File: src/rtl/core/keypad_pin_lock_controller_assert.svh
// Assertion macros for the keypad PIN lock controller.
// Both expect a clock named clock and a synchronous reset named reset in the module.
`ifndef KEYPAD_PIN_LOCK_CONTROLLER_ASSERT_SVH
`define KEYPAD_PIN_LOCK_CONTROLLER_ASSERT_SVH

`ifndef NO_ASSERTIONS

`define KPLC_ASSERT(lbl, prop) \
   lbl: assert property (@(posedge clock) disable iff (reset) prop) \
      else $error("keypad lock assertion failed");

`define KPLC_ASSERT_NEXT(lbl, ante, cons) \
   lbl: assert property (@(posedge clock) disable iff (reset) (ante) |=> (cons)) \
      else $error("keypad lock assertion failed");

`else

`define KPLC_ASSERT(lbl, prop)

`define KPLC_ASSERT_NEXT(lbl, ante, cons)

`endif

`endif

File: src/rtl/core/kplc_pkg.sv
`default_nettype none

package kplc_pkg;

   typedef enum logic [1:0] {
      MODE_IDLE    = 2'd0,
      MODE_OPEN    = 2'd1,
      MODE_BLOCKED = 2'd2
   } mode_type;

   typedef enum logic [3:0] {
      ACT_NONE,
      ACT_DIGIT,
      ACT_ERASE,
      ACT_CLEAR,
      ACT_CHECK,
      ACT_OPEN,
      ACT_CLOSE,
      ACT_TICK,
      ACT_EXPIRE
   } action_type;

   localparam logic [1:0] CMD_KEY    = 2'd0;
   localparam logic [1:0] CMD_TICK   = 2'd1;
   localparam logic [1:0] CMD_ROPEN  = 2'd2;
   localparam logic [1:0] CMD_RCLOSE = 2'd3;

   localparam logic [3:0] KEY_MAX_DIGIT = 4'd9;
   localparam logic [3:0] KEY_C    = 4'd12;
   localparam logic [3:0] KEY_D    = 4'd13;
   localparam logic [3:0] KEY_STAR = 4'd14;
   localparam logic [3:0] KEY_HASH = 4'd15;

   localparam logic [1:0] CSR_PIN_CODE      = 2'd0;
   localparam logic [1:0] CSR_MAX_ATTEMPTS  = 2'd1;
   localparam logic [1:0] CSR_OPEN_SECONDS  = 2'd2;
   localparam logic [1:0] CSR_BLOCK_SECONDS = 2'd3;

   localparam logic [15:0] PIN_CODE_RESET      = 16'h5555;
   localparam logic [3:0]  MAX_ATTEMPTS_RESET  = 4'd3;
   localparam logic [7:0]  OPEN_SECONDS_RESET  = 8'd5;
   localparam logic [7:0]  BLOCK_SECONDS_RESET = 8'd30;

   localparam logic [1:0] SERVO_NONE    = 2'd0;
   localparam logic [1:0] SERVO_UNLATCH = 2'd1;
   localparam logic [1:0] SERVO_LATCH   = 2'd2;

   localparam logic [1:0] LED_KEEP  = 2'd0;
   localparam logic [1:0] LED_OFF   = 2'd1;
   localparam logic [1:0] LED_GREEN = 2'd2;
   localparam logic [1:0] LED_RED   = 2'd3;

   localparam logic [1:0] BEEPS_NONE   = 2'd0;
   localparam logic [1:0] BEEPS_OPEN   = 2'd2;
   localparam logic [1:0] BEEPS_DENIED = 2'd3;

   localparam logic [2:0] DISP_NONE    = 3'd0;
   localparam logic [2:0] DISP_PROMPT  = 3'd1;
   localparam logic [2:0] DISP_WELCOME = 3'd2;
   localparam logic [2:0] DISP_WRONG   = 3'd3;
   localparam logic [2:0] DISP_BLOCKED = 3'd4;

   typedef struct packed {
      logic [15:0] pin_code;
      logic [3:0]  max_attempts;
      logic [7:0]  open_seconds;
      logic [7:0]  block_seconds;
   } cfg_type;

   typedef struct packed {
      logic [1:0] lock_mode;
      logic [2:0] digits_entered;
      logic [3:0] attempts_left;
      logic [1:0] servo_move;
      logic [1:0] led_mode;
      logic       key_click;
      logic [1:0] alert_beeps;
      logic       long_ring;
      logic [2:0] display_code;
   } result_type;

endpackage

`default_nettype wire

File: src/rtl/core/kplc_csr.sv
`default_nettype none

module kplc_csr
   import kplc_pkg::*;
(
   input  wire logic        clock,
   input  wire logic        reset,
   input  wire logic        csr_valid,
   output logic             csr_ready,
   input  wire logic [1:0]  csr_index,
   input  wire logic [15:0] csr_data,
   output cfg_type          cfg
);

   cfg_type cfg_ff;
   cfg_type cfg_in;

   assign csr_ready = 1'b1;
   assign cfg       = cfg_ff;

   always_comb begin
      cfg_in = cfg_ff;
      if (csr_valid && csr_ready) begin
         case (csr_index)
            CSR_PIN_CODE:      cfg_in.pin_code      = csr_data;
            CSR_MAX_ATTEMPTS:  cfg_in.max_attempts  = csr_data[3:0];
            CSR_OPEN_SECONDS:  cfg_in.open_seconds  = csr_data[7:0];
            CSR_BLOCK_SECONDS: cfg_in.block_seconds = csr_data[7:0];
            default:           cfg_in = cfg_ff;
         endcase
      end
   end

   always_ff @(posedge clock) begin
      if (reset) begin
         cfg_ff.pin_code      <= PIN_CODE_RESET;
         cfg_ff.max_attempts  <= MAX_ATTEMPTS_RESET;
         cfg_ff.open_seconds  <= OPEN_SECONDS_RESET;
         cfg_ff.block_seconds <= BLOCK_SECONDS_RESET;
      end else begin
         cfg_ff <= cfg_in;
      end
   end

endmodule

`default_nettype wire

File: src/rtl/core/kplc_engine.sv
`default_nettype none
`include "keypad_pin_lock_controller_assert.svh"

module kplc_engine
   import kplc_pkg::*;
#(
   parameter int PIN_LENGTH = 4
)
(
   input  wire logic       clock,
   input  wire logic       reset,
   input  wire logic       step_en,
   input  wire logic [1:0] command,
   input  wire logic [3:0] key_code,
   input  cfg_type         cfg,
   output result_type      result
);

   localparam int CW = $clog2(PIN_LENGTH + 1);

   mode_type      mode_ff, mode_in;
   logic [3:0]    entry_ff [PIN_LENGTH];
   logic [3:0]    entry_in [PIN_LENGTH];
   logic [3:0]    cand     [PIN_LENGTH];
   logic [CW-1:0] count_ff, count_in;
   logic [3:0]    failed_ff, failed_in;
   logic [7:0]    timer_ff, timer_in;

   action_type    action;
   logic [7:0]    timer_dec;
   logic [31:0]   pin_ext;
   logic          match;
   logic          do_check;
   logic          opened;
   logic          denied;
   logic [3:0]    failed_inc;
   logic          blocked_now;
   logic [7:0]    count_wide;
   logic          blocked_key;

   logic [1:0]    servo;
   logic [1:0]    led;
   logic          click;
   logic [1:0]    beeps;
   logic          ring;
   logic [2:0]    disp;

   assign timer_dec = timer_ff - 8'd1;
   assign pin_ext   = {16'd0, cfg.pin_code};

   always_comb begin
      action = ACT_NONE;
      case (command)
         CMD_KEY: begin
            if (mode_ff == MODE_OPEN) begin
               if (key_code == KEY_STAR) action = ACT_CLOSE;
            end else if (mode_ff == MODE_IDLE) begin
               if (key_code <= KEY_MAX_DIGIT) begin
                  if (count_ff < CW'(PIN_LENGTH)) action = ACT_DIGIT;
               end else if (key_code inside {KEY_HASH, KEY_D}) begin
                  if (count_ff == CW'(PIN_LENGTH)) action = ACT_CHECK;
               end else if (key_code == KEY_STAR) begin
                  if (count_ff != '0) action = ACT_ERASE;
               end else if (key_code == KEY_C) begin
                  action = ACT_CLEAR;
               end
            end
         end
         CMD_TICK: begin
            if (timer_ff != 8'd0) begin
               if (timer_dec == 8'd0 && mode_ff == MODE_OPEN) action = ACT_CLOSE;
               else if (timer_dec == 8'd0 && mode_ff == MODE_BLOCKED) action = ACT_EXPIRE;
               else action = ACT_TICK;
            end
         end
         CMD_ROPEN: begin
            if (mode_ff != MODE_BLOCKED) action = ACT_OPEN;
         end
         CMD_RCLOSE: begin
            if (mode_ff == MODE_OPEN) action = ACT_CLOSE;
         end
         default: action = ACT_NONE;
      endcase
   end

   always_comb begin
      for (int i = 0; i < PIN_LENGTH; i++) begin
         cand[i] = entry_ff[i];
         if (action == ACT_DIGIT && CW'(i) == count_ff) cand[i] = key_code;
      end
      match = 1'b1;
      for (int i = 0; i < PIN_LENGTH; i++) begin
         if (cand[i] != pin_ext[4*i +: 4]) match = 1'b0;
      end
   end

   assign do_check    = (action == ACT_CHECK) ||
                        (action == ACT_DIGIT && count_ff == CW'(PIN_LENGTH - 1));
   assign opened      = (action == ACT_OPEN) || (do_check && match);
   assign denied      = do_check && !match;
   assign failed_inc  = (failed_ff == 4'hF) ? failed_ff : failed_ff + 4'd1;
   assign blocked_now = denied && (failed_inc >= cfg.max_attempts);

   always_comb begin
      mode_in   = mode_ff;
      count_in  = count_ff;
      failed_in = failed_ff;
      timer_in  = timer_ff;
      for (int i = 0; i < PIN_LENGTH; i++) entry_in[i] = entry_ff[i];

      case (action)
         ACT_DIGIT: begin
            for (int i = 0; i < PIN_LENGTH; i++) entry_in[i] = cand[i];
            count_in = count_ff + CW'(1);
         end
         ACT_ERASE: begin
            for (int i = 0; i < PIN_LENGTH; i++) begin
               if (CW'(i + 1) == count_ff) entry_in[i] = 4'd0;
            end
            count_in = count_ff - CW'(1);
         end
         ACT_CLEAR: begin
            for (int i = 0; i < PIN_LENGTH; i++) entry_in[i] = 4'd0;
            count_in = '0;
         end
         ACT_CLOSE, ACT_EXPIRE: begin
            mode_in  = MODE_IDLE;
            timer_in = 8'd0;
            for (int i = 0; i < PIN_LENGTH; i++) entry_in[i] = 4'd0;
            count_in = '0;
            if (action == ACT_EXPIRE) failed_in = 4'd0;
         end
         ACT_TICK: timer_in = timer_dec;
         default: mode_in = mode_ff;
      endcase

      if (opened) begin
         mode_in   = MODE_OPEN;
         timer_in  = cfg.open_seconds;
         failed_in = 4'd0;
      end else if (denied) begin
         failed_in = failed_inc;
         for (int i = 0; i < PIN_LENGTH; i++) entry_in[i] = 4'd0;
         count_in = '0;
         if (blocked_now) begin
            mode_in  = MODE_BLOCKED;
            timer_in = cfg.block_seconds;
         end else begin
            mode_in = MODE_IDLE;
         end
      end
   end

   always_comb begin
      servo = SERVO_NONE;
      led   = LED_KEEP;
      click = 1'b0;
      beeps = BEEPS_NONE;
      ring  = 1'b0;
      disp  = DISP_NONE;
      case (action)
         ACT_DIGIT, ACT_ERASE, ACT_CLEAR: begin
            click = 1'b1;
            disp  = DISP_PROMPT;
         end
         ACT_CLOSE, ACT_EXPIRE: begin
            servo = SERVO_LATCH;
            led   = LED_OFF;
            disp  = DISP_PROMPT;
         end
         default: servo = SERVO_NONE;
      endcase
      if (opened) begin
         servo = SERVO_UNLATCH;
         led   = LED_GREEN;
         beeps = BEEPS_OPEN;
         disp  = DISP_WELCOME;
      end else if (denied) begin
         led   = LED_RED;
         beeps = BEEPS_DENIED;
         ring  = blocked_now;
         disp  = blocked_now ? DISP_BLOCKED : DISP_WRONG;
      end
   end

   assign count_wide = 8'(count_in);

   always_comb begin
      result.lock_mode      = mode_in;
      result.digits_entered = count_wide[2:0];
      result.attempts_left  = (failed_in >= cfg.max_attempts) ? 4'd0
                                                               : cfg.max_attempts - failed_in;
      result.servo_move     = servo;
      result.led_mode       = led;
      result.key_click      = click;
      result.alert_beeps    = beeps;
      result.long_ring      = ring;
      result.display_code   = disp;
   end

   always_ff @(posedge clock) begin
      if (reset) begin
         mode_ff   <= MODE_IDLE;
         count_ff  <= '0;
         failed_ff <= 4'd0;
         timer_ff  <= 8'd0;
         for (int i = 0; i < PIN_LENGTH; i++) entry_ff[i] <= 4'd0;
      end else if (step_en) begin
         mode_ff   <= mode_in;
         count_ff  <= count_in;
         failed_ff <= failed_in;
         timer_ff  <= timer_in;
         for (int i = 0; i < PIN_LENGTH; i++) entry_ff[i] <= entry_in[i];
      end
   end

   assign blocked_key = step_en && mode_ff == MODE_BLOCKED && command == CMD_KEY;

   `KPLC_ASSERT(a_count_bound, count_ff <= CW'(PIN_LENGTH))
   `KPLC_ASSERT(a_blocked_empty, mode_ff != MODE_BLOCKED || count_ff == '0)
   `KPLC_ASSERT_NEXT(a_blocked_keys, blocked_key, mode_ff == MODE_BLOCKED)
   `KPLC_ASSERT_NEXT(a_open_resets, step_en && opened, failed_ff == 4'd0 && mode_ff == MODE_OPEN)

endmodule

`default_nettype wire

File: src/rtl/core/keypad_pin_lock_controller.sv
// Channel   Direction  Handshake             Payload
// req_      in         req_valid/req_stall   command, key_code
// rsp_      out        rsp_valid/rsp_stall   lock mode, entry count, attempts, actuator codes
// csr_      in         csr_valid/csr_ready   csr_index, csr_data
//
// The result is offered once its request transaction has passed the input register and
// then the result register; the lock state is written together with the result.
// One transaction is accepted in every cycle while the result side is not stalled.
// Reset is synchronous and restores the configuration registers to their defaults and the lock to idle.
// A stalled result holds the input register, which then stalls the request side.
`default_nettype none

module keypad_pin_lock_controller
   import kplc_pkg::*;
#(
   parameter int PIN_LENGTH = 4
)
(
   input  wire logic        clock,
   input  wire logic        reset,
   input  wire logic        req_valid,
   output logic             req_stall,
   input  wire logic [1:0]  req_command,
   input  wire logic [3:0]  req_key_code,
   output logic             rsp_valid,
   input  wire logic        rsp_stall,
   output logic [1:0]       rsp_lock_mode,
   output logic [2:0]       rsp_digits_entered,
   output logic [3:0]       rsp_attempts_left,
   output logic [1:0]       rsp_servo_move,
   output logic [1:0]       rsp_led_mode,
   output logic             rsp_key_click,
   output logic [1:0]       rsp_alert_beeps,
   output logic             rsp_long_ring,
   output logic [2:0]       rsp_display_code,
   input  wire logic        csr_valid,
   output logic             csr_ready,
   input  wire logic [1:0]  csr_index,
   input  wire logic [15:0] csr_data
);

   cfg_type    cfg;
   result_type result;
   result_type rsp_ff, rsp_in;

   logic       in_valid_ff, in_valid_in;
   logic [1:0] command_ff, command_in;
   logic [3:0] key_ff, key_in;
   logic       rsp_valid_ff, rsp_valid_in;
   logic       out_free;
   logic       advance;

   assign out_free  = !rsp_valid_ff || !rsp_stall;
   assign advance   = in_valid_ff && out_free;
   assign req_stall = in_valid_ff && !out_free;

   always_comb begin
      in_valid_in = in_valid_ff && !advance;
      command_in  = command_ff;
      key_in      = key_ff;
      if (!req_stall) begin
         in_valid_in = req_valid;
         if (req_valid) begin
            command_in = req_command;
            key_in     = req_key_code;
         end
      end
      rsp_valid_in = advance || (rsp_valid_ff && rsp_stall);
      rsp_in       = advance ? result : rsp_ff;
   end

   always_ff @(posedge clock) begin
      if (reset) begin
         in_valid_ff  <= 1'b0;
         rsp_valid_ff <= 1'b0;
      end else begin
         in_valid_ff  <= in_valid_in;
         rsp_valid_ff <= rsp_valid_in;
      end
      command_ff <= command_in;
      key_ff     <= key_in;
      rsp_ff     <= rsp_in;
   end

   kplc_csr u_csr (
      .clock     (clock),
      .reset     (reset),
      .csr_valid (csr_valid),
      .csr_ready (csr_ready),
      .csr_index (csr_index),
      .csr_data  (csr_data),
      .cfg       (cfg)
   );

   kplc_engine #(
      .PIN_LENGTH (PIN_LENGTH)
   ) u_engine (
      .clock    (clock),
      .reset    (reset),
      .step_en  (advance),
      .command  (command_ff),
      .key_code (key_ff),
      .cfg      (cfg),
      .result   (result)
   );

   assign rsp_valid          = rsp_valid_ff;
   assign rsp_lock_mode      = rsp_ff.lock_mode;
   assign rsp_digits_entered = rsp_ff.digits_entered;
   assign rsp_attempts_left  = rsp_ff.attempts_left;
   assign rsp_servo_move     = rsp_ff.servo_move;
   assign rsp_led_mode       = rsp_ff.led_mode;
   assign rsp_key_click      = rsp_ff.key_click;
   assign rsp_alert_beeps    = rsp_ff.alert_beeps;
   assign rsp_long_ring      = rsp_ff.long_ring;
   assign rsp_display_code   = rsp_ff.display_code;

endmodule

`default_nettype wire
File: config.mk
export PLATFORM = sky130hd
export DESIGN_NAME = keypad_pin_lock_controller
export DESIGN_NICKNAME = d
export VERILOG_FILES = /design/src/rtl/core/kplc_pkg.sv /design/src/rtl/core/kplc_csr.sv /design/src/rtl/core/kplc_engine.sv /design/src/rtl/core/keypad_pin_lock_controller.sv
export VERILOG_INCLUDE_DIRS = /design/src /design/src/rtl/core
export SDC_FILE = /design/constraint.sdc
export NUM_CORES = 1
export LEC_CHECK = 0
export ABC_AREA = 1
export BUFFER_PORTS_ARGS = -buffer_cell sky130_fd_sc_hd__buf_2
export CAP_MARGIN = 25
export CORE_UTILIZATION = 55
export CTS_CLUSTER_DIAMETER = 150
export DETAILED_ROUTE_END_ITERATION = 10
export PLACE_DENSITY = 0.86
export SYNTH_ARGS = -nofsm -noshare
export SYNTH_HDL_FRONTEND = slang
export SYNTH_HIERARCHICAL = 1
export SYNTH_SLANG_ARGS = --single-unit
File: constraint.sdc
create_clock -name clock -period 3.8 [get_ports clock]
set_input_delay 0.19 -clock clock [delete_from_list [all_inputs] [get_ports clock]]
set_output_delay 0.19 -clock clock [all_outputs]
set_load 0.005 [all_outputs]
==> out/results.tsv, run 1 <==
stage	metric	value	unit
status	outcome	complete, but fails checks	
status	failing checks	negative setup slack	
synthesis	post-synthesis compound-gate area fraction	0.0811	
clock_network	clock latency on the worst-skew pair	380	ps
synthesis	Post-synth EDFFs	42	
synthesis	largest family of logic cells by synthesized area	simple AND/OR/NAND/NOR gates	
critical_path	worst flop-to-flop path endpoint	rsp_attempts_left[2]	
floorplanning	Die Span X	107	um
placed_design	post-DP HPWL	11000	um
timing	Clock Skews	16.8	ps
synthesis	xor/xnor share of the synthesized area	0.00578	
clock_network	clk sinks	97	
global_routing	largest net degree at the start of global routing	35	
floorplanning	DIE AREA	11400	um^2
synthesis	mean post-synth cell area	7.54	um^2
timing	Slew @ Worst Pin	960	ps
timing	Fmax	243	MHz
cells_and_area	commonest non-fill, non-tap cell in the layout	nand2_1	
critical_path	CP startpoint	u_engine/timer_ff[1]	
timing	final worst path period share	1.08	
worst_hold_path	Min-Delay Path Class	in2reg	
critical_path	type of the worst setup path	reg2reg	
worst_hold_path	worst hold path startpoint	csr_data[10]	
synthesis	asr flop ratio synth	0	
global_routing	first-pass GRT wire length	25600	um
cells_and_area	Multi-input gate area	3150	um^2
global_routing	grt ovf	0	
power_and_ir_drop	P per Cell Area	340	nW/um^2
routing	DRC Markers	0	
placed_design	DP Cell Count	1019	
cells_and_area	Filler Cells Inserted	821	
power_and_ir_drop	Pwr Total	2.44	mW
power_and_ir_drop	Worst VDD drop	0.206	mV
critical_path	R2R depth	32	
cells_and_area	most frequent cells in the layout	214 x nand2_1, 101 x inv_1, 72 x buf_4, 69 x nand3_1, 68 x nor2_1	
global_routing	GR Util met1	0.370	
synthesis	Syn. warnings	6	
synthesis	top cells by area, synth	edfxtp_1 21%, dfxtp_1 18%, nand2_1 14%	
synthesis	post-synthesis mux area share	0	
clock_network	CTS Buffer Depth	2	
routing	antenna-violating nets left	0	
cells_and_area	layout cells sized above 1	0.242	
synthesis	Syn Inst Count	804	
timing	max_slew headroom	0.359	
critical_path	CP peak stage delay	350	ps
synthesis	synthesized net count	852	
routing	final wirelength	15700	um
critical_path	CP startpoint kind	flop	
floorplanning	row count	37	
critical_path	worst r2r src	u_engine/timer_ff[1]	
floorplanning	num ports	52	
critical_path	CP endpoint	rsp_attempts_left[2]	
placed_design	gpl congestion	0.907	
critical_path	Slowest cell on crit path	dfxtp_2	
clock_network	H-Tree Depth	3	
timing	final hold slack	55.0	ps
routing	Starting DRT DRC Count	450	
placed_design	buffers added on ports	50	
global_routing	vias in the first global route	5482	
global_routing	antenna violations before repair	0	
run	max_cap viols	0	
critical_path	CP Data Required Time	4020	ps
cells_and_area	fin nets	964	
clock_network	Root Buffer	clkbuf_8	
cells_and_area	post-route insts no fill	1057	
clock_network	CTS buffer count	9	
global_routing	met2 Track Usage GR	0.467	
synthesis	cell area after synthesis	6060	um^2
timing	Pins Over Slew Limit	0	
cells_and_area	fin area	7190	um^2
global_routing	gr usage total	0.286	
critical_path	register-to-register setup slack	-310	ps
synthesis	synth unique cells	44	
synthesis	Simple-Gate Fraction of Synth Area	0.372	
synthesis	post-synthesis register bit count	97	
power_and_ir_drop	Leak Pwr	3.59	nW
timing	Worst Setup Slack, final	-313	ps
routing	via count	5851	
critical_path	Arr. time, crit path	4330	ps
cells_and_area	Area Growth Syn to Fin	18.6	%
clock_network	CTS tree	built	
cells_and_area	Core Util, Final	0.684	
cells_and_area	FF/Latch Area	2360	um^2
routing	drt pass-1 iters	5	
floorplanning	die height	107	um
placed_design	DP Area	6720	um^2
timing	Setup TNS Final	-1060	ps
clock_network	Clock transition at path regs	100	ps
timing	Final setup viols	4	
global_routing	gr busiest metal	met2	
floorplanning	starting density of the core	0.577	
routing	routed wire length per instance	14.8	um
placed_design	pre-CTS setup slack	-422	ps
timing	Final min period	4110	ps
timing	RSZ-0062 raised after global routing	yes	
timing	Hold Violations, Final	0	
critical_path	maximum net fanout on the critical path	7	
synthesis	share of the synthesized area in the top cell type	0.208	
global_routing	M3 GR Usage	0.0419	
critical_path	CP dominant cell by count	nor2_1	
floorplanning	core area	10500	um^2
synthesis	post-synthesis adder-cell area fraction	0.0405	
cells_and_area	Inserted Diodes	0	
synthesis	top_reg_cell synth	dfxtp_1	
routing	vias per cell	5.54	
synthesis	area leader, netlist	edfxtp_1	
critical_path	CP endpoint kind	flop	
synthesis	register area share after synthesis	0.390	
-- worst max-delay path, delay by kind of cell, from the launching register on --
| family | cells | cell delay, ps |
|---|---|---|
| adders and majority gates | 3 | 690 |
| DFF | 1 | 350 |
| and+or+nand+nor | 24 | 2360 |
| buffers and inverters | 4 | 410 |
| AOI/OAI and AO/OA | 1 | 100 |
-- metal layers --
layer  vias to the layer above  share of wire
met2                       290           0.47
met3                        57          0.080
met4                         0          0.034
li1                       2855              -
met5                         -              0
met1                      2649           0.42
-- repair_timing --
item	in CTS	in global routing
gates cloned	2	0
endpoints found under the setup margin	4	4
gates resized for setup	24	3
hold buffers	6	0
pin swaps	21	3
hold endpoints to repair	6	0
setup buffers	13	1
-- report_power, final --
group          leakage, nW  internal [mW]  switching [mW]
Sequential           0.870           1.15          0.0375
Clock               0.0929          0.268           0.395
Combinational         2.63          0.227           0.361
-- Yosys cell counts (2+ instances only) --
library cell	n
buf_2	4
o22ai_1	8
inv_4	2
a21oi_1	24
nor2_8	5
nor2_4	3
buf_4	11
nand3_4	7
nand2b_1	3
nand3_1	71
nor3_1	3
edfxtp_1	42
o21ai_1	8
o21ai_0	28
nand4_1	43
a21oi_2	11
buf_6	10
nand2_1	226
xor2_1	4
nand2_4	5
nand3_2	5
ha_1	18
inv_1	103
nand2_2	5
nor2_2	6
clkinv_1	2
dfxtp_1	55
clkbuf_1	7
nor2_1	70
-- cells by family (layout without fill, tap and decap cells) --
logic type / after synthesis / count (layout)
other: 1 / 1
AOI/OAI and AO/OA: 84 / 84
DFF: 97 / 97
adders and majority gates: 19 / 19
xor gates and xnor gates: 4 / 4
and+or+nand+nor: 458 / 460
buffers and inverters: 141 / 256
-- state kept, by name, indices dropped and copies added, names as in the netlist --
signal / cells
u_csr/cfg: 36
u_engine/entry_ff: 16
u_engine/timer_ff: 8
key_ff: 4
rsp_attempts_left: 4
u_engine/failed_ff: 4
rsp_digits_entered: 3
rsp_display_code: 3
u_engine/count_ff: 3
command_ff: 2
rsp_alert_beeps: 2
rsp_led_mode: 2
rsp_lock_mode: 2
rsp_servo_move: 2
u_engine/mode_ff: 2
in_valid_ff: 1
rsp_key_click: 1
rsp_long_ring: 1
rsp_valid: 1
-- worst min-delay path by stage --
stage	end	slack, ps	cells after the start
4_1_cts	u_csr/cfg[32]	50	3
6_report	u_csr/cfg[30]	50	3
5_1_grt	u_csr/cfg[30]	60	3
2_1_floorplan	in_valid_ff	250	1
3_3_place_gp	key_ff[0]	370	1
3_5_place_dp	key_ff[1]	370	1
-- final cells by class --
type,instances,area share
Multi-Input combinational cell,568,0.438
Sequential cell,97,0.329
Clock buffer,11,0.0197
Tap cell,136,0.0237
Inverter,108,0.0575
Timing Repair Buffer,132,0.126
Clock inverter,5,0.00627
Note: power is estimated with default switching activity, not from simulation.
==> inputs of run 2 (changes only) <==
--- a/config.mk
+++ b/config.mk
@@ -14,2 +14,3 @@
 export DETAILED_ROUTE_END_ITERATION = 10
+export GPL_ROUTABILITY_DRIVEN = 0
 export PLACE_DENSITY = 0.86
==> constraint.sdc (replaced) <==
create_clock -name clock -period 3.8 [get_ports clock]
set_input_delay 0 -clock clock [delete_from_list [all_inputs] [get_ports clock]]
set_output_delay 0 -clock clock [all_outputs]
set_load 0.005 [all_outputs]
==> run 2 against run 1 <==
The run still ends with negative setup slack left. Hold slack worse by 27 ps. Worst setup slack worse by 480 ps. Highest routed layer unchanged. Sequential share of layout area down 2.0 points. Final cell count up 4.8%. Design area grew 6.9%. Sequential power is essentially flat. Clock power decreased by 5.6%.
==> out/results.tsv, run 2 (synthesized netlist as in run 1, its figures left out) <==
stage	metric	value	unit	change
status	outcome	complete, but fails checks		unchanged
status	failing checks	negative setup slack		unchanged
floorplanning	starting density of the core	0.577		unchanged
timing	Pins Over Slew Limit	0		unchanged
critical_path	Arr. time, crit path	4720	ps	was 4330 ps
timing	final hold slack	28.2	ps	was 55.0 ps
cells_and_area	fin nets	1015		was 964
critical_path	Slowest cell on crit path	dfxtp_2		unchanged
floorplanning	num ports	52		unchanged
routing	DRC Markers	0		unchanged
placed_design	DP Area	6740	um^2	was 6720 um^2
timing	Clock Skews	9.28	ps	was 16.8 ps
critical_path	CP peak stage delay	370	ps	was 350 ps
critical_path	worst r2r src	u_engine/timer_ff[3]		was u_engine/timer_ff[1]
critical_path	register-to-register setup slack	-790	ps	was -310 ps
global_routing	antenna violations before repair	0		unchanged
power_and_ir_drop	Comb pwr share	0.281		was 0.241
critical_path	CP startpoint kind	flop		unchanged
clock_network	CTS Buffer Depth	2		unchanged
clock_network	clock latency on the worst-skew pair	390	ps	was 380 ps
critical_path	maximum net fanout on the critical path	5		was 7
cells_and_area	most frequent cells in the layout	216 x nand2_1, 101 x inv_1, 99 x buf_4, 69 x nand3_1, 63 x nor2_1		was 214 x nand2_1, 101 x inv_1, 72 x buf_4, 69 x nand3_1, 68 x nor2_1
timing	Fmax	218	MHz	was 243 MHz
critical_path	type of the worst setup path	reg2reg		unchanged
timing	Slew @ Worst Pin	1030	ps	was 960 ps
worst_hold_path	hold endpoint	u_csr/cfg[4]		was u_csr/cfg[30]
worst_hold_path	worst hold path startpoint	csr_index[1]		was csr_data[10]
floorplanning	row count	37		unchanged
power_and_ir_drop	P per Cell Area	329	nW/um^2	was 340 nW/um^2
timing	Final min period	4590	ps	was 4110 ps
run	max_cap viols	0		unchanged
power_and_ir_drop	Flop pwr share	0.471		was 0.487
global_routing	largest net degree at the start of global routing	35		unchanged
critical_path	R2R depth	31		was 32
placed_design	buffers added on ports	50		unchanged
global_routing	grt ovf	0		unchanged
global_routing	first-pass GRT wire length	28100	um	was 25600 um
timing	Setup TNS Final	-4490	ps	was -1060 ps
placed_design	post-DP HPWL	10900	um	was 11000 um
cells_and_area	max reg flops	36		unchanged
power_and_ir_drop	Pwr Total	2.53	mW	was 2.44 mW
routing	via count	6594		was 5851
power_and_ir_drop	Pint	1.68	mW	was 1.65 mW
critical_path	worst flop-to-flop path endpoint	rsp_attempts_left[0]		was rsp_attempts_left[2]
clock_network	Clock transition at path regs	90	ps	was 100 ps
power_and_ir_drop	Leak Pwr	3.82	nW	was 3.59 nW
routing	Starting DRT DRC Count	909		was 450
global_routing	vias in the first global route	5959		was 5482
routing	drt pass-1 iters	6		was 5
cells_and_area	Inserted Diodes	0		unchanged
clock_network	Root Buffer	clkbuf_8		unchanged
routing	final wirelength	19900	um	was 15700 um
timing	max_slew headroom	0.311		was 0.359
clock_network	CTS tree	built		unchanged
clock_network	CTS buffer count	9		unchanged
floorplanning	DIE AREA	11400	um^2	unchanged
global_routing	gr usage total	0.318		was 0.286
routing	vias per cell	5.95		was 5.54
worst_hold_path	Min-Delay Path Class	in2reg		unchanged
cells_and_area	fin area	7680	um^2	was 7190 um^2
routing	antenna-violating nets left	0		unchanged
timing	Hold Violations, Final	0		unchanged
power_and_ir_drop	sw power	0.846	mW	was 0.794 mW
timing	RSZ-0062 raised after global routing	yes		unchanged
cells_and_area	commonest non-fill, non-tap cell in the layout	nand2_1		unchanged
critical_path	CP endpoint kind	flop		unchanged
timing	final worst path period share	1.21		was 1.08
cells_and_area	layout cells sized above 1	0.267		was 0.242
timing	Worst Setup Slack, final	-790	ps	was -313 ps
clock_network	clk sinks	97		unchanged
power_and_ir_drop	Sw Share	0.335		was 0.326
floorplanning	core area	10500	um^2	unchanged
cells_and_area	Core Util, Final	0.731		was 0.684
critical_path	CP Data Required Time	3930	ps	was 4020 ps
floorplanning	Die Span X	107	um	unchanged
cells_and_area	Area Growth Syn to Fin	26.7	%	was 18.6%
power_and_ir_drop	Clk pwr share	0.248		was 0.272
worst_hold_path	Hold Path Depth	3		unchanged
power_and_ir_drop	Worst VDD drop	0.198	mV	was 0.206 mV
clock_network	H-Tree Depth	3		unchanged
floorplanning	die height	107	um	unchanged
routing	routed wire length per instance	17.9	um	was 14.8 um
timing	Final setup viols	20		was 4
## run 2: cell types whose count changed in the layout (fill, tap and decap cells not counted), sizes merged
cell and change:
clkbuf -1, clkinv +6, inv -4, nor2 +1
clkinvlp -1, dlygate4sd3 +19, buf +31
## run 2: worst max-delay path: cells and delay by family, from the launching register on
family	cells	cell delay (ps)
fa+ha+maj	2	430
compound gates	2	390
flops	1	370
simple gates	25	2900
buf+inv	2	240
## run 2: power groups by stage
stage	combinational (mW)	clock [mW]	sequential [mW]
finish	0.711	0.627	1.19
global route	0.752	0.666	1.20
CTS	0.616	0.631	1.19
detailed placement	0.530	0	1.21
global placement	0.517	0	1.21
floorplan	0.376	0	1.20
## run 2: stage by stage
step	cells	setup slack (ps)
after floorplan	804	-56.7
after global placement	1022	-266
after detailed placement	1022	-514
after CTS	1095	-323
after global routing	1108	-885
final	1108	-790
## run 2: metal layers
metal / GRT usage / vias to the layer above / wire (um)
li1: - / 2955 / -
met4: 0.180 / 0 / 1320
met2: 0.512 / 513 / 8960
met5: 0 / - / 0
met3: 0.0632 / 158 / 2290
met1: 0.398 / 2968 / 7280
## run 2: cell type report
class,instances,area [um^2]
multi-input combinational,569,3210
fill,741,2830
sequential,97,2370
timing repair buffer,182,1340
inverter,108,418
tap,136,170
clock buffer,10,138
clock inverter,6,33.8
## run 2: how the worst max path moves through the flow
stage	startpoint	to	slack (ps)	cells after the start
after global routing	u_engine/timer_ff[3]	rsp_attempts_left[0]	-890	31
final	u_engine/timer_ff[3]	rsp_attempts_left[0]	-790	31
after CTS	u_engine/timer_ff[1]	rsp_attempts_left[2]	-320	31
after floorplan	u_engine/timer_ff[0]	rsp_attempts_left[2]	-60	31
after global placement	u_engine/timer_ff[1]	rsp_attempts_left[2]	-270	32
after detailed placement	u_engine/timer_ff[1]	rsp_attempts_left[2]	-510	32
## run 2: what timing repair did
item,4_1_cts,5_1_grt
setup buffers,29,13
pin swaps,25,27
endpoints found under the setup margin,4,40
hold buffers,25,0
hold endpoints to repair,42,0
gates resized for setup,24,22
gates cloned,3,0
==> inputs of run 3 (changes only) <==
CORE_UTILIZATION = 54   (was 55)
SYNTH_HIERARCHICAL = unset   (was 1)
==> run 3 against run 2 <==
The run still ends with negative setup slack left. Synthesized area down 9.5%. Synthesized cell count down 8.6%. Combinational power down 18%. Flip-flop and latch count down 1. Register-to-register slack better by 290 ps. Worst setup slack better by 290 ps.
==> out/results.tsv, run 3 <==
stage	metric	value	unit	change
status	failing checks	negative setup slack		unchanged
timing	Clock Skews	11.5	ps	was 9.28 ps
synthesis	Syn Inst Count	735		was 804
cells_and_area	fin area	7070	um^2	was 7680 um^2
floorplanning	DIE AREA	10600	um^2	was 11400 um^2
synthesis	Syn. warnings	0		was 6
routing	drt pass-1 iters	7		was 6
timing	final worst path period share	1.13		was 1.21
worst_hold_path	worst hold path startpoint	csr_index[1]		unchanged
timing	Pins Over Slew Limit	0		unchanged
floorplanning	die height	103	um	was 107 um
cells_and_area	Core Util, Final	0.720		was 0.731
synthesis	synth unique cells	42		was 44
synthesis	post-synthesis register bit count	96		was 97
clock_network	Root Buffer	clkbuf_8		unchanged
clock_network	CTS Buffer Depth	2		unchanged
synthesis	share of the synthesized area in the top cell type	0.224		was 0.208
power_and_ir_drop	Worst VDD drop	0.295	mV	was 0.198 mV
critical_path	Slowest cell on crit path	dfxtp_4		was dfxtp_2
run	max_cap viols	0		unchanged
routing	Starting DRT DRC Count	659		was 909
critical_path	maximum net fanout on the critical path	6		was 5
floorplanning	core area	9820	um^2	was 10500 um^2
placed_design	post-DP HPWL	10900	um	about the same
synthesis	register area share after synthesis	0.425		was 0.390
synthesis	Post-synth EDFFs	41		was 42
floorplanning	num ports	52		unchanged
clock_network	CTS tree	built		unchanged
routing	antenna-violating nets left	0		unchanged
critical_path	worst flop-to-flop path endpoint	rsp_attempts_left[3]		was rsp_attempts_left[0]
critical_path	worst r2r src	u_engine.timer_ff[1]		was u_engine/timer_ff[3]
placed_design	buffers added on ports	50		unchanged
worst_hold_path	Hold Path Depth	3		unchanged
clock_network	CTS buffer count	9		unchanged
cells_and_area	Area Growth Syn to Fin	28.8	%	was 26.7%
global_routing	largest net degree at the start of global routing	38		was 35
power_and_ir_drop	P per Cell Area	349	nW/um^2	was 329 nW/um^2
clock_network	H-Tree Depth	3		unchanged
global_routing	gr usage total	0.316		was 0.318
critical_path	CP peak stage delay	370	ps	about the same
synthesis	asr flop ratio synth	0		unchanged
cells_and_area	fin nets	925		was 1015
timing	Final min period	4300	ps	was 4590 ps
worst_hold_path	hold endpoint	u_csr.cfg[17]		was u_csr/cfg[4]
status	outcome	complete, but fails checks		unchanged
floorplanning	Die Span X	103	um	was 107 um
timing	Fmax	233	MHz	was 218 MHz
synthesis	synthesized net count	783		was 852
global_routing	vias in the first global route	5463		was 5959
synthesis	cell area after synthesis	5490	um^2	was 6060 um^2
synthesis	area leader, netlist	edfxtp_1		unchanged
clock_network	clk sinks	96		was 97
routing	via count	5865		was 6594
cells_and_area	commonest non-fill, non-tap cell in the layout	nand2_1		unchanged
global_routing	grt ovf	0		unchanged
routing	final wirelength	16800	um	was 19900 um
synthesis	top cells by area, synth	edfxtp_1 22%, dfxtp_1 20%, nand2_1 14%		was edfxtp_1 21%, dfxtp_1 18%, nand2_1 14%
placed_design	DP Area	6320	um^2	was 6740 um^2
worst_hold_path	Min-Delay Path Class	in2reg		unchanged
synthesis	synth cell count leaders	201 x nand2_1, 100 x inv_1, 55 x dfxtp_1		was 226 x nand2_1, 103 x inv_1, 71 x nand3_1
cells_and_area	layout cells sized above 1	0.227		was 0.267
floorplanning	row count	36		was 37
synthesis	mean post-synth cell area	7.47	um^2	was 7.54 um^2
global_routing	first-pass GRT wire length	25300	um	was 28100 um
critical_path	R2R depth	32		was 31
floorplanning	starting density of the core	0.559		was 0.577
critical_path	CP startpoint kind	flop		unchanged
cells_and_area	most frequent cells in the layout	191 x nand2_1, 96 x inv_1, 69 x buf_4, 53 x dfxtp_1, 50 x buf_2		was 216 x nand2_1, 101 x inv_1, 99 x buf_4, 69 x nand3_1, 63 x nor2_1
clock_network	Clock transition at path regs	90	ps	about the same
clock_network	clock latency on the worst-skew pair	400	ps	was 390 ps
critical_path	CP endpoint kind	flop		unchanged
synthesis	count leader, synth	nand2_1		unchanged
timing	Slew @ Worst Pin	1060	ps	was 1030 ps
timing	RSZ-0062 raised after global routing	yes		unchanged
synthesis	top_reg_cell synth	dfxtp_1		unchanged
cells_and_area	Inserted Diodes	0		unchanged
global_routing	antenna violations before repair	0		unchanged
critical_path	type of the worst setup path	reg2reg		unchanged
timing	Final setup viols	4		was 20
critical_path	CP dominant cell by count	nand2_2		
critical_path	CP Data Required Time	4070	ps	was 3930 ps
cells_and_area	max reg flops	36		unchanged
critical_path	Arr. time, crit path	4570	ps	was 4720 ps
timing	Hold Violations, Final	0		unchanged
routing	DRC Markers	0		unchanged
timing	Worst Setup Slack, final	-497	ps	was -790 ps
timing	max_slew headroom	0.288		was 0.311
routing	routed wire length per instance	16.5	um	was 17.9 um
critical_path	register-to-register setup slack	-500	ps	was -790 ps
routing	vias per cell	5.78		was 5.95
power_and_ir_drop	Leak Pwr	3.36	nW	was 3.82 nW
[run 3: worst max path at each step]
stage	start	end	slack, ps
2_1_floorplan	u_engine.timer_ff[1]	rsp_attempts_left[3]	-60
3_3_place_gp	u_engine.timer_ff[1]	rsp_attempts_left[3]	-220
3_5_place_dp	u_engine.timer_ff[1]	rsp_attempts_left[3]	-410
4_1_cts	u_engine.timer_ff[1]	rsp_attempts_left[3]	-170
5_1_grt	u_engine.timer_ff[1]	rsp_attempts_left[3]	-680
6_report	u_engine.timer_ff[1]	rsp_attempts_left[3]	-500
[run 3: what timing repair did]
| action | in CTS | in global routing |
|---|---|---|
| cloned | 2 | 0 |
| setup endpoints to repair | 4 | 4 |
| pin swaps | 20 | 31 |
| gates resized for setup | 21 | 21 |
| hold endpoints to repair | 40 | 0 |
| hold buffers | 26 | 0 |
| setup buffers | 6 | 5 |
[run 3: metal layers]
layer	vias to the layer above	wire length [um]	global-route usage
li1	2733	-	-
met1	2691	6400	0.374
met2	357	8210	0.539
met3	84	1530	0.0820
met4	0	635	0.141
met5	-	0	0
[run 3: worst max-delay path: cells and delay by family (launching register included)]
kind	cells	cell delay (ps)
and+or+nand+nor	20	2250
AOI/OAI and AO/OA	4	580
adders and majority gates	3	510
buffers and inverters	5	430
DFF	1	370
[run 3: cell families (layout without fill, tap and decap cells)]
| group | count (synthesis) | after routing | share of synthesized area |
|---|---|---|---|
| AOI/OAI and AO/OA | 133 | 133 | 0.134 |
| xor gates and xnor gates | 3 | 3 | 0.00479 |
| adders and majority gates | 19 | 19 | 0.0447 |
| buffers and inverters | 126 | 271 | 0.0942 |
| DFF | 96 | 96 | 0.425 |
| muxes | 1 | 1 | 0.00205 |
| other | 1 | 1 | 0.000683 |
| and+or+nand+nor | 356 | 358 | 0.295 |
[run 3: final cells by class]
type | instances | area (um^2)
Multi-Input combinational cell | 515 | 2830
Fill cell | 716 | 2750
Clock buffer | 11 | 153
Sequential cell | 96 | 2340
Timing Repair Buffer | 152 | 1130
Tap cell | 133 | 166
Inverter | 103 | 394
Clock inverter | 5 | 53.8
[run 3: per-stage QoR]
stage / hold slack (ps) / instances / total power [mW] / setup WS [ps] / setup TNS (ps)
6_report: 13.3 / 1015 / 2.47 / -497 / -1630
5_1_grt: 33.5 / 1015 / 2.57 / -681 / -2470
4_1_cts: 15.9 / 1010 / 2.42 / -174 / -472
3_5_place_dp: 179 / 960 / 1.69 / -413 / -1410
3_3_place_gp: 181 / 960 / 1.67 / -224 / -716
2_1_floorplan: 69.1 / 735 / 1.50 / -57.0 / -57.0
[run 3: report_power, final]
part           internal, mW  switching, mW
clock                 0.342          0.373
combinational         0.233          0.351
sequential             1.14         0.0336
total                  1.71          0.757
